## src/rtl/line_id_order_table_macros.svh

```systemverilog
// assertion helpers for the line id order table
// each expands to one labeled concurrent assertion clocked on clk, off during reset
`ifndef LINE_ID_ORDER_TABLE_MACROS_SVH
`define LINE_ID_ORDER_TABLE_MACROS_SVH

// same-cycle implication
`define LIDT_ASSERT_SAME(lbl, ante, cons, msg) \
	lbl: assert property (@(posedge clk) disable iff (!arst_n) (ante) |-> (cons)) \
		else $error(msg);

// next-cycle implication
`define LIDT_ASSERT_NEXT(lbl, ante, cons, msg) \
	lbl: assert property (@(posedge clk) disable iff (!arst_n) (ante) |=> (cons)) \
		else $error(msg);

`endif

```

## src/rtl/lidt_pkg.sv

```systemverilog
`timescale 1ns / 1ps
package lidt_pkg;

	localparam int OP_W    = 3;
	localparam int KEY_W   = 6;
	localparam int POS_W   = 6;
	localparam int LINES_W = 6;

	localparam logic [POS_W-1:0]   POS_MAX     = 6'd63;
	localparam logic [LINES_W-1:0] RESET_LINES = 6'd37;

	// request opcodes
	localparam logic [OP_W-1:0] OP_LOOKUP = 3'd0;
	localparam logic [OP_W-1:0] OP_REV    = 3'd1;
	localparam logic [OP_W-1:0] OP_FREE   = 3'd2;
	localparam logic [OP_W-1:0] OP_INSERT = 3'd3;
	localparam logic [OP_W-1:0] OP_DELETE = 3'd4;
	localparam logic [OP_W-1:0] OP_INIT   = 3'd5;

	// one response
	typedef struct packed {
		logic             ok;
		logic [POS_W-1:0] value;
	} rsp_t;

endpackage

```

## src/rtl/lidt_ifs.sv

```systemverilog
`timescale 1ns / 1ps
// request channel
interface lidt_req_if;
	import lidt_pkg::*;
	logic             valid;
	logic             ready;
	logic [OP_W-1:0]  opcode;
	logic [KEY_W-1:0] key;
	modport source (output valid, output opcode, output key, input ready);
	modport sink (input valid, input opcode, input key, output ready);
endinterface

// response channel
interface lidt_rsp_if;
	import lidt_pkg::*;
	logic             valid;
	logic             ready;
	logic             ok;
	logic [POS_W-1:0] value;
	modport source (output valid, output ok, output value, input ready);
	modport sink (input valid, input ok, input value, output ready);
endinterface

// configuration write channel
interface lidt_cfg_if;
	import lidt_pkg::*;
	logic               valid;
	logic               ready;
	logic [LINES_W-1:0] initial_lines;
	modport source (output valid, output initial_lines, input ready);
	modport sink (input valid, input initial_lines, output ready);
endinterface

```

## src/rtl/lidt_mem.sv

```systemverilog
`timescale 1ns / 1ps
module lidt_mem #(
	parameter int DEPTH = 64,
	parameter int AW    = 6
) (
	input  logic                       clk,
	input  logic                       we,
	input  logic [AW-1:0]              waddr,
	input  logic [lidt_pkg::POS_W-1:0] wdata,
	input  logic                       re,
	input  logic [AW-1:0]              raddr,
	output logic [lidt_pkg::POS_W-1:0] rdata
);
	import lidt_pkg::*;

	logic [POS_W-1:0] mem [DEPTH];

	// one write port, one registered read port
	always_ff @(posedge clk) begin
		if (we) begin
			mem[waddr] <= wdata;
		end
		if (re) begin
			rdata <= mem[raddr];
		end
	end

endmodule

```

## src/rtl/lidt_ctrl.sv

```systemverilog
`timescale 1ns / 1ps
module lidt_ctrl #(
	parameter int TABLE_DEPTH = 64,
	parameter int AW          = 6
) (
	input  logic                         clk,
	input  logic                         arst_n,
	input  logic                         req_valid,
	output logic                         req_ready,
	input  logic [lidt_pkg::OP_W-1:0]    opcode,
	input  logic [lidt_pkg::KEY_W-1:0]   key,
	input  logic [lidt_pkg::LINES_W-1:0] lines,
	output logic                         resp_valid,
	input  logic                         resp_take,
	output lidt_pkg::rsp_t               resp,
	output logic                         mem_we,
	output logic [AW-1:0]                mem_waddr,
	output logic [lidt_pkg::POS_W-1:0]   mem_wdata,
	output logic                         mem_re,
	output logic [AW-1:0]                mem_raddr,
	input  logic [lidt_pkg::POS_W-1:0]   mem_rdata
);
	import lidt_pkg::*;

	typedef enum logic [4:0] {
		ST_IDLE   = 5'b00001,
		ST_SCAN   = 5'b00010,
		ST_UPDATE = 5'b00100,
		ST_INIT   = 5'b01000,
		ST_RESP   = 5'b10000
	} state_t;

	localparam logic [AW-1:0] LAST_ID = AW'(TABLE_DEPTH - 1);
	localparam int CW = (AW > LINES_W) ? AW : LINES_W;

	state_t           state_q;
	logic [OP_W-1:0]  op_q;
	logic [KEY_W-1:0] key_q;
	logic [AW-1:0]    idx_q;
	logic             issue_done_q;
	logic             from_reset_q;
	logic             found_q;
	logic             ovf_q;
	logic [AW-1:0]    fresh_q;
	logic [POS_W-1:0] p_q;
	rsp_t             resp_q;
	logic             vld_s1;
	logic             last_s1;
	logic [AW-1:0]    addr_s1;

	logic               key_valid;
	logic [AW-1:0]      key_id;
	logic [POS_W-1:0]   target;
	logic               issuing;
	logic               scan_end;
	logic               match_now;
	logic               found_d;
	logic [AW-1:0]      fresh_d;
	logic [POS_W-1:0]   p_d;
	logic               ovf_d;
	logic               do_update;
	logic [POS_W-1:0]   new_pos;
	logic [LINES_W-1:0] init_lines;
	logic [POS_W-1:0]   init_val;

	// key decode and scan target
	assign key_valid = (int'(key_q) < TABLE_DEPTH);
	assign key_id    = AW'(key_q);
	assign target    = (op_q == OP_REV) ? POS_W'(key_q) : '0;

	// sweep reads over ids 1 .. depth-1
	assign issuing   = ((state_q == ST_SCAN) || (state_q == ST_UPDATE)) && !issue_done_q;
	assign mem_re    = issuing;
	assign mem_raddr = idx_q;
	assign scan_end  = vld_s1 && last_s1;

	// scan accumulation on returning read data
	assign match_now = vld_s1 && !found_q && (mem_rdata == target);
	assign found_d   = found_q || match_now;
	assign fresh_d   = match_now ? addr_s1 : fresh_q;
	assign p_d       = (vld_s1 && key_valid && (addr_s1 == key_id)) ? mem_rdata : p_q;
	assign ovf_d     = ovf_q || (vld_s1 && (mem_rdata == POS_MAX));
	assign do_update = ((op_q == OP_INSERT) && (p_d != '0) && found_d && !ovf_d) ||
	                   ((op_q == OP_DELETE) && (p_d != '0));

	// modified position for the update pass
	always_comb begin
		new_pos = mem_rdata;
		if (op_q == OP_INSERT) begin
			if (addr_s1 == fresh_q) begin
				new_pos = p_q;
			end else if (addr_s1 == key_id) begin
				new_pos = p_q + POS_W'(1);
			end else if (mem_rdata > p_q) begin
				new_pos = mem_rdata + POS_W'(1);
			end
		end else begin
			if (addr_s1 == key_id) begin
				new_pos = '0;
			end else if (mem_rdata > p_q) begin
				new_pos = mem_rdata - POS_W'(1);
			end
		end
	end

	// initialize pass value
	assign init_lines = from_reset_q ? RESET_LINES : lines;
	assign init_val   = (CW'(idx_q) <= CW'(init_lines)) ? POS_W'(idx_q) : '0;

	// memory write port
	assign mem_we    = ((state_q == ST_UPDATE) && vld_s1) || (state_q == ST_INIT);
	assign mem_waddr = (state_q == ST_INIT) ? idx_q : addr_s1;
	assign mem_wdata = (state_q == ST_INIT) ? init_val : new_pos;

	assign req_ready  = (state_q == ST_IDLE);
	assign resp_valid = (state_q == ST_RESP);
	assign resp       = resp_q;

	// sequencer
	always_ff @(posedge clk or negedge arst_n) begin
		if (!arst_n) begin
			state_q      <= ST_INIT;
			from_reset_q <= 1'b1;
			idx_q        <= '0;
			issue_done_q <= 1'b0;
			found_q      <= 1'b0;
			ovf_q        <= 1'b0;
			vld_s1       <= 1'b0;
			last_s1      <= 1'b0;
		end else begin
			vld_s1  <= issuing;
			last_s1 <= issuing && (idx_q == LAST_ID);
			case (state_q)
				ST_IDLE: begin
					if (req_valid) begin
						idx_q        <= AW'(1);
						issue_done_q <= 1'b0;
						found_q      <= 1'b0;
						ovf_q        <= 1'b0;
						case (opcode)
							OP_LOOKUP, OP_REV, OP_FREE, OP_INSERT, OP_DELETE: begin
								state_q <= ST_SCAN;
							end
							OP_INIT: begin
								idx_q   <= '0;
								state_q <= ST_INIT;
							end
							default: begin
								state_q <= ST_RESP;
							end
						endcase
					end
				end
				ST_SCAN: begin
					if (issuing) begin
						idx_q <= idx_q + AW'(1);
						if (idx_q == LAST_ID) begin
							issue_done_q <= 1'b1;
						end
					end
					found_q <= found_d;
					ovf_q   <= ovf_d;
					if (scan_end) begin
						if (do_update) begin
							idx_q        <= AW'(1);
							issue_done_q <= 1'b0;
							state_q      <= ST_UPDATE;
						end else begin
							state_q <= ST_RESP;
						end
					end
				end
				ST_UPDATE: begin
					if (issuing) begin
						idx_q <= idx_q + AW'(1);
						if (idx_q == LAST_ID) begin
							issue_done_q <= 1'b1;
						end
					end
					if (scan_end) begin
						state_q <= ST_RESP;
					end
				end
				ST_INIT: begin
					idx_q <= idx_q + AW'(1);
					if (idx_q == LAST_ID) begin
						from_reset_q <= 1'b0;
						state_q      <= from_reset_q ? ST_IDLE : ST_RESP;
					end
				end
				ST_RESP: begin
					if (resp_take) begin
						state_q <= ST_IDLE;
					end
				end
				default: begin
					state_q <= ST_IDLE;
				end
			endcase
		end
	end

	// request fields, scan results and response
	always_ff @(posedge clk) begin
		addr_s1 <= idx_q;
		if ((state_q == ST_IDLE) && req_valid) begin
			op_q   <= opcode;
			key_q  <= key;
			p_q    <= '0;
			resp_q <= '0;
		end
		if (state_q == ST_SCAN) begin
			fresh_q <= fresh_d;
			p_q     <= p_d;
			if (scan_end) begin
				case (op_q)
					OP_LOOKUP: begin
						resp_q.ok    <= (p_d != '0);
						resp_q.value <= p_d;
					end
					OP_REV, OP_FREE: begin
						resp_q.ok    <= found_d;
						resp_q.value <= found_d ? POS_W'(fresh_d) : '0;
					end
					default: begin
						resp_q <= '0;
					end
				endcase
			end
		end
		if ((state_q == ST_UPDATE) && scan_end) begin
			resp_q.ok    <= 1'b1;
			resp_q.value <= '0;
		end
		if ((state_q == ST_INIT) && (idx_q == LAST_ID)) begin
			resp_q.ok    <= 1'b1;
			resp_q.value <= '0;
		end
	end

endmodule

```

## src/rtl/line_id_order_table.sv

```systemverilog
`timescale 1ns / 1ps
// Line id order table: keeps the line position of every id 1..TABLE_DEPTH-1 (0 = free) in one
// single-port-write, registered-read memory and serves one request at a time. Every request
// except initialize and unused opcodes first sweeps the whole table, one entry per cycle; a
// successful insert or delete adds a read-modify-write sweep; initialize writes every entry; an
// unused opcode answers without a sweep. After reset the table is loaded with its default
// contents in a pass during which no request is taken (configuration writes still are). A
// finished response sits in an output register, so the next request may start while it waits.
`include "line_id_order_table_macros.svh"
module line_id_order_table #(
	parameter int TABLE_DEPTH = 64
) (
	input logic        clk,
	input logic        arst_n,
	lidt_req_if.sink   req,
	lidt_rsp_if.source rsp,
	lidt_cfg_if.sink   cfg
);
	import lidt_pkg::*;

	localparam int AW = $clog2(TABLE_DEPTH);

	logic [LINES_W-1:0] lines_q;
	logic               out_valid_q;
	rsp_t               out_q;

	logic             resp_valid;
	logic             resp_take;
	rsp_t             resp;
	logic             mem_we;
	logic [AW-1:0]    mem_waddr;
	logic [POS_W-1:0] mem_wdata;
	logic             mem_re;
	logic [AW-1:0]    mem_raddr;
	logic [POS_W-1:0] mem_rdata;

	// configuration register
	assign cfg.ready = 1'b1;
	always_ff @(posedge clk or negedge arst_n) begin
		if (!arst_n) begin
			lines_q <= RESET_LINES;
		end else if (cfg.valid) begin
			lines_q <= cfg.initial_lines;
		end
	end

	lidt_ctrl #(
		.TABLE_DEPTH (TABLE_DEPTH),
		.AW          (AW)
	) u_ctrl (
		.clk        (clk),
		.arst_n     (arst_n),
		.req_valid  (req.valid),
		.req_ready  (req.ready),
		.opcode     (req.opcode),
		.key        (req.key),
		.lines      (lines_q),
		.resp_valid (resp_valid),
		.resp_take  (resp_take),
		.resp       (resp),
		.mem_we     (mem_we),
		.mem_waddr  (mem_waddr),
		.mem_wdata  (mem_wdata),
		.mem_re     (mem_re),
		.mem_raddr  (mem_raddr),
		.mem_rdata  (mem_rdata)
	);

	lidt_mem #(
		.DEPTH (TABLE_DEPTH),
		.AW    (AW)
	) u_mem (
		.clk   (clk),
		.we    (mem_we),
		.waddr (mem_waddr),
		.wdata (mem_wdata),
		.re    (mem_re),
		.raddr (mem_raddr),
		.rdata (mem_rdata)
	);

	// output register
	assign resp_take = resp_valid && (!out_valid_q || rsp.ready);
	always_ff @(posedge clk or negedge arst_n) begin
		if (!arst_n) begin
			out_valid_q <= 1'b0;
		end else if (resp_take) begin
			out_valid_q <= 1'b1;
		end else if (rsp.ready) begin
			out_valid_q <= 1'b0;
		end
	end

	always_ff @(posedge clk) begin
		if (resp_take) begin
			out_q <= resp;
		end
	end

	assign rsp.valid = out_valid_q;
	assign rsp.ok    = out_q.ok;
	assign rsp.value = out_q.value;

	// checks
	`LIDT_ASSERT_SAME(a_no_write_idle, mem_we, !req.ready, "table written while idle")
	`LIDT_ASSERT_SAME(a_no_rw_same, mem_we && mem_re, mem_waddr != mem_raddr, "read/write same entry")
	`LIDT_ASSERT_NEXT(a_busy_after_req, req.valid && req.ready, !req.ready, "request overlap")
	`LIDT_ASSERT_NEXT(a_resp_loaded, resp_take, rsp.valid, "response not presented")

endmodule

```

## src/flat_wrapper.sv

```systemverilog
// flat-port wrapper written by rule: the top's interface ports become plain ports
module line_id_order_table_flat import lidt_pkg::*;
#(
	parameter int TABLE_DEPTH = 64
)
  (clk, arst_n, req_valid, req_opcode, req_key, req_ready, rsp_valid, rsp_ok, rsp_value, rsp_ready, cfg_valid, cfg_initial_lines, cfg_ready);
  lidt_req_if req_i ();
  lidt_rsp_if rsp_i ();
  lidt_cfg_if cfg_i ();
  input logic clk;
  input logic arst_n;
  input wire logic [$bits(req_i.valid)-1:0] req_valid;
  input wire logic [$bits(req_i.opcode)-1:0] req_opcode;
  input wire logic [$bits(req_i.key)-1:0] req_key;
  output wire logic [$bits(req_i.ready)-1:0] req_ready;
  output wire logic [$bits(rsp_i.valid)-1:0] rsp_valid;
  output wire logic [$bits(rsp_i.ok)-1:0] rsp_ok;
  output wire logic [$bits(rsp_i.value)-1:0] rsp_value;
  input wire logic [$bits(rsp_i.ready)-1:0] rsp_ready;
  input wire logic [$bits(cfg_i.valid)-1:0] cfg_valid;
  input wire logic [$bits(cfg_i.initial_lines)-1:0] cfg_initial_lines;
  output wire logic [$bits(cfg_i.ready)-1:0] cfg_ready;
  assign req_i.valid = req_valid;
  assign req_i.opcode = req_opcode;
  assign req_i.key = req_key;
  assign req_ready = req_i.ready;
  assign rsp_valid = rsp_i.valid;
  assign rsp_ok = rsp_i.ok;
  assign rsp_value = rsp_i.value;
  assign rsp_i.ready = rsp_ready;
  assign cfg_i.valid = cfg_valid;
  assign cfg_i.initial_lines = cfg_initial_lines;
  assign cfg_ready = cfg_i.ready;
  line_id_order_table #(.TABLE_DEPTH(TABLE_DEPTH)) u_core (.clk(clk), .arst_n(arst_n), .req(req_i), .rsp(rsp_i), .cfg(cfg_i));
endmodule
```

## config.mk

```make
export PLATFORM = sky130hd
export DESIGN_NAME = line_id_order_table_flat
export DESIGN_NICKNAME = d
export VERILOG_FILES = /design/src/rtl/lidt_pkg.sv /design/src/rtl/lidt_ifs.sv /design/src/rtl/lidt_mem.sv /design/src/rtl/lidt_ctrl.sv /design/src/rtl/line_id_order_table.sv /design/src/flat_wrapper.sv
export VERILOG_INCLUDE_DIRS = /design/src /design/src/rtl
export SDC_FILE = /design/constraint.sdc
export NUM_CORES = 1
export LEC_CHECK = 0
export BUFFER_PORTS_ARGS = -buffer_cell sky130_fd_sc_hd__buf_2
export CAP_MARGIN = 20
export CORE_ASPECT_RATIO = 0.6
export CORE_MARGIN = 4
export CORE_UTILIZATION = 40
export CTS_BUF_LIST = sky130_fd_sc_hd__clkbuf_16
export DETAILED_ROUTE_END_ITERATION = 10
export PLACE_DENSITY = 0.64
export SYNTH_ARGS = -nofsm -noshare
export SYNTH_HDL_FRONTEND = slang
export SYNTH_SLANG_ARGS = --single-unit
```

## constraint.sdc

```tcl
create_clock -name clk -period 4.2 [get_ports clk]
set_clock_uncertainty 0.2 [all_clocks]
set_input_delay 0.21 -clock clk [delete_from_list [all_inputs] [get_ports clk]]
set_output_delay 0.21 -clock clk [all_outputs]
set_load 0.05 [all_outputs]
```

-- Word level (Yosys, flattened, before mapping)
Memories as Yosys holds them, arrays and structs flattened. A register that Yosys moved wholly into a read port is not among the register bits.
Index checks and enable logic that the tools add are counted.
- mux-type cells: 47
- $lt $le $gt $ge: 2
- reductions and logical operators: 42
- add/subtract/negate cells: 4
- equality and inequality tests: 24
- operator list (kind ; number):
    6-bit 2-to-1 mux ; 20
    5-bit 2-to-1 mux ; 7
    5-bit case mux with 5 select lines ; 1
    6-bit case mux with 4 select lines ; 1
    7-bit 2-to-1 mux ; 3
    6-bit by 1-bit adder with 6-bit output (second input constant) ; 3
    6-bit == test ; 3
    1-bit logical AND ; 16
    7-bit case mux with 2 select lines ; 1
    3-bit by 2-bit == test with 1-bit output (second input constant) ; 4
    6-bit == test (second input constant) ; 2
    1-bit 2-to-1 mux ; 10
    5-bit case mux with 2 select lines ; 1
    3-bit == test (second input constant) ; 3
    2-bit inequality test (second input constant) ; 4
    2-bit AND reduction ; 4
    3-bit by 1-bit == test with 1-bit output (second input constant) ; 2
    6-bit > comparator ; 1
    6-bit less-or-equal comparator ; 1
    3-bit logical NOT ; 2
    1-bit logical OR ; 6
    2-bit nonzero test ; 3
    6-bit nonzero test ; 1
    6-bit by 1-bit subtractor with 6-bit output (second input constant) ; 1
    14 further kinds ; 19
- memory bits (writable): 384
- register bits after elaboration: 65
- logic and storage cells: 139
- memories: 1
- input bits: 20
- memory list (memory ; words ; bits a word ; read ports ; clocked after memory_dff ; write ports ; line ; source):
    u_core.u_mem.mem ; 64 ; 6 ; 1 ; 1 ; 1 ; lidt_mem.sv:16 ; logic [POS_W-1:0] mem [DEPTH];

-- Longest topological paths before layout
- word-level depth: 11
- mapped depth: 12
- depth with buffers taken out: 9

-- By module
Synthesis repeated with hierarchy kept, for this count alone.
- cell total of the unflattened synthesis: 1187
- area, all modules: 19543.7 µm²
- by module, submodules not included (module ; cells an instance ; area an instance (µm²) ; sequential area each (µm²) ; instances):
    lidt_mem ; 720 ; 15285.9 ; 11711.2 ; 1
    lidt_ctrl ; 441 ; 3737.3 ; 1318.8 ; 1
    line_id_order_table ; 26 ; 520.5 ; 389.1 ; 1

-- Worst setup path before layout
No wires, ideal clock.
- kind: register to register
- start point: reg u_core.u_ctrl.p_q[3]
- end point: mem u_core.u_mem.mem[0][0], data pin
- setup time: 0.539 ns
- arrival time: 3.684 ns
- setup slack: -0.223 ns
- buffers on the path: 0
- cell stages (with the launch flop): 10
- data required time: 3.461 ns
- path through: edfxtp_1 > inv_1 > ha_1 > and4_1 > and3_1 > a31oi_1 > xnor2_1 > o22ai_1 > a22oi_1 > o2bb2ai_1
- cells in the longest elaborated chain, start to end: 6
- elaborated cells between the ends (all ways): 8
- classes of those cells: order compare (1); mux (7)
- ends and longest elaborated chain (element ; line ; source):
    start, declared ; lidt_ctrl.sv:45 ; logic [POS_W-1:0] p_q;
    start signal, assigned ; lidt_ctrl.sv:214 ; p_q <= p_d;
    6-bit > comparator (*) ; lidt_ctrl.sv:94, lidt_ctrl.sv:100 ;
    6-bit 2-to-1 mux ; lidt_ctrl.sv:94 ; end else if (mem_rdata > p_q) begin
    6-bit 2-to-1 mux ; lidt_ctrl.sv:92 ; end else if (addr_s1 == key_id) begin
    6-bit 2-to-1 mux ; lidt_ctrl.sv:90 ; if (addr_s1 == fresh_q) begin
    6-bit 2-to-1 mux (*) ; lidt_ctrl.sv:89 ; if (op_q == OP_INSERT) begin
    6-bit 2-to-1 mux (*) ; lidt_ctrl.sv:113 ; assign mem_wdata = (state_q == ST_INIT) ? init_val : new_pos;
    net u_core.mem_wdata[0] ; line_id_order_table.sv:32 ; logic [POS_W-1:0] mem_wdata;
    end, declared ; lidt_mem.sv:16 ;
The timed path passes the listed nets; every way through them passes the cells marked *.

-- Worst setup path after layout
- start point: reg u_core.u_ctrl.state_q[0]
- end point: mem u_core.u_mem.mem[60][1] (enable)
- cells in the longest elaborated chain, start to end: 5
- elaborated cells between the ends (all ways): 7
- classes of those cells: eq/ne (2); mux (3); reduce/logical (2)
- ends and longest elaborated chain (element ; line ; source):
    start, declared ; lidt_ctrl.sv:36 ; state_t state_q;
    start signal, assigned ; lidt_ctrl.sv:188 ; state_q <= from_reset_q ? ST_IDLE : ST_RESP;
    5-bit by 3-bit == test with 1-bit output ; lidt_ctrl.sv:111 ; assign mem_we = ((state_q == ST_UPDATE) && vld_s1) || (state_q == ST_INIT);
    1-bit logical AND ; lidt_ctrl.sv:111 ;
    1-bit logical OR ; lidt_ctrl.sv:111 ;
    1-bit 2-to-1 mux ; lidt_mem.sv:20 ; if (we) begin
    1-bit 2-to-1 mux (implied by the code) ; lidt_mem.sv:21 ; mem[waddr] <= wdata;
Several ways; a longest one is shown, not always the timed one.

==> results.json <==
{
  "status": "complete, no violations",
  "antenna_found_initial": 0,
  "met3_usage_pct": 5.079,
  "clock_latency_ns": 0.56,
  "postSynthAreaPerCell_um2": 17.80,
  "place_ws_ns": 0.4898,
  "worstMarginPinSlew_ns": 1.035,
  "synth_edf_count": 418,
  "slew_headroom_pct": 31.03,
  "min_path_type": "in -> reg",
  "diodes": 0,
  "numCtsBuffers": 42,
  "rsz0062_at_grt": "false",
  "peakVddDrop_v": 0.0004158,
  "ys_seq_elements": 455,
  "clockBufferDepth": 3,
  "hold_slack_ns": 0.1797,
  "post-route-min-period_ns": 3.634,
  "io_buffers": 28,
  "start_kind": "flip-flop",
  "pin_count": 30,
  "setup_viol": 0,
  "yosysWarnings": 0,
  "finalCritPeriodShare_pct": 86.53,
  "clkTransAtPathRegs_ns": 0.07,
  "yosysTopAreaCellShare_pct": 65.85,
  "ctsHtreeMaxLevel": 2,
  "async_flop_share_pct": 5.275,
  "final_area_um2": 21940,
  "avgViaCountPerCell": 5.750,
  "synth_seq_area_share_pct": 70.40,
  "die_w_um": 289.8,
  "path_class": "reg -> reg",
  "ys_top_cells_by_area": "edfxtp_1 66%, mux4_2 15%, dfrtp_1 2.5%",
  "use_met1_pct": 29.06,
  "cts.sinks": 455,
  "first_pass_iters": 5,
  "grt_util_met2_pct": 22.01,
  "critPathCaptureType": "flip-flop",
  "post-dp-hpwl_mm": 29.26,
  "vias": 10550,
  "gr-max-usage-layer": "met1",
  "area_delta_synth_final_pct": 15.13,
  "cp.required_ns": 4.18,
  "wl_mm": 44.65,
  "grt_max_degree": 106,
  "routedWlPerCell_um": 24.33,
  "placed_area_um2": 20200,
  "synth_cells": 1071,
  "core_area_um2": 46710,
  "drv_cap": 0,
  "grt_use_total_pct": 17.29,
  "initial_utilization_pct": 40.81,
  "finalHoldViolations": 0,
  "cts_root_buffer": "clkbuf_16",
  "synth_area_um2": 19060,
  "synth_cell_types": 63,
  "final_cell_mix": "418 x edfxtp_1, 126 x mux4_2, 98 x nor2_1",
  "rows": 61,
  "synth_nets": 1107,
  "ant_nets": 0,
  "setup-tns-final_ns": 0,
  "die_y_um": 177.1,
  "crit_arrival_ns": 3.62,
  "final_common_cell": "edfxtp_1",
  "cts_tree": "done",
  "power_leakage_nw": 7.099,
  "nets": 1207,
  "finalWorstSetupSlack_ns": 0.5659,
  "power_density_nw_per_um2": 600.4,
  "routabilityCongestion": 0.8902,
  "drv_slew": 0,
  "dieArea_um2": 51320,
  "synth_top_cell_by_area": "edfxtp_1",
  "grt_pass1_vias": 10200,
  "overflow": 0,
  "drive_above_1_share_pct": 24.73,
  "post_cts_buffers": 0,
  "ys.flop_type": "edfxtp_1",
  "drc": 0,
  "fmax_ghz": 0.2752,
  "grt_pass1_wl_mm": 66.97,
  "critPathMaxFanout": 9,
  "drtIter0Drc": 1364
}
## sequential cells by signal, indices dropped and copies added (netlist names), 3 cells and up
signal,cells
u_core.u_mem.rdata,6
u_core.rsp.value,6
u_core.u_ctrl.p_q,6
u_core.u_ctrl.fresh_q,6
u_core.u_ctrl.mem_raddr,6
u_core.u_ctrl.addr_s1,6
u_core.lines_q,6
u_core.u_ctrl.key_id,6
u_core.u_ctrl.resp,7
u_core.u_ctrl.state_q,5
u_core.u_mem.mem,384
u_core.u_ctrl.op_q,3
## worst paths after layout
path / endpoint / start / slack [ns] / cells past startpoint
max in group asynchronous: u_core.rsp.valid / arst_n / 2.03 / 4
min reg2reg: u_core.rsp.value[3] / u_core.u_ctrl.resp[3] / 0.23 / 0
min in group asynchronous: u_core.u_ctrl.mem_raddr[0] / arst_n / 0.48 / 3
min: u_core.u_ctrl.key_id[3] / req_key[3] / 0.18 / 2
max reg2reg: u_core.u_mem.mem[60][1] / u_core.u_ctrl.state_q[0] / 0.57 / 6
max: u_core.u_mem.mem[60][1] / u_core.u_ctrl.state_q[0] / 0.57 / 6
## area by class of cell
class,count,area [µm²]
multi-input combinational,536,5335
clock buffer,43,1076
fill,3943,24770
sequential,455,13430
timing repair buffer,107,868.3
inverter,29,108.9
clock inverter,35,340.3
tap,630,788.3
## per-stage QoR
| step | utilization (%) | power (W) | std cells |
|---|---|---|---|
| 3_5_place_dp | 43.25 | 0.009280 | 1728 |
| 2_1_floorplan | - | 0.008198 | 1071 |
| 6_report | 46.98 | 0.01318 | 1835 |
| 4_1_cts | 46.84 | 0.01322 | 1832 |
| 3_3_place_gp | 43.25 | 0.009232 | 1728 |
| 5_1_grt | 46.98 | 0.01375 | 1835 |
## per-layer routing
| metal | routed length [µm] | vias up | share of wire [%] |
|---|---|---|---|
| met4 | 510 | 0 | 1.1 |
| met1 | 21760 | 5515 | 49 |
| met2 | 17600 | 486 | 39 |
| met5 | 0 | - | 0 |
| met3 | 4775 | 44 | 11 |
| li1 | - | 4506 | - |
## Yosys cell counts, types with 7 or more instances
library cell / count
inv_1: 28
o21ai_0: 15
clkbuf_1: 36
nand2_1: 53
mux4_2: 126
nand3_1: 22
ha_1: 16
nand2b_1: 18
xnor2_1: 14
xor2_1: 11
o211ai_1: 7
o221ai_1: 9
a21oi_1: 23
dfrtp_1: 19
dfxtp_1: 13
edfxtp_1: 418
nor3_1: 12
a31oi_1: 8
nor2_1: 98
## kinds of logic after synthesis
kind of cell	share of synthesized area, %
mux	15.56
flops	70.40
buf+inv	1.759
xor+xnor	1.149
other cells	0.01967
fa+ha+maj	1.050
compound gates	3.689
simple gates	6.374
## where the power goes
group	switching [W]	total [W]	internal [W]
sequential	0.000134	0.00596	0.00582
clock	0.00170	0.00394	0.00224
combinational	0.00203	0.00328	0.00125
total	0.00386	0.0132	0.00931
## critical path: stages (launching register included)
cell	delay [ns]
dfrtp_1	0.40
nor3_1	0.43
and3b_1	0.44
mux2i_1	0.59
nand2b_1	0.19
nand2b_1	0.36
nor2_1	0.64
## what timing repair did
action                    in CTS  in global routing
hold endpoints to repair      47                  0
hold buffers                  26                  0
gates resized for setup        0                  0
Note: power is estimated with default switching activity, not from simulation.
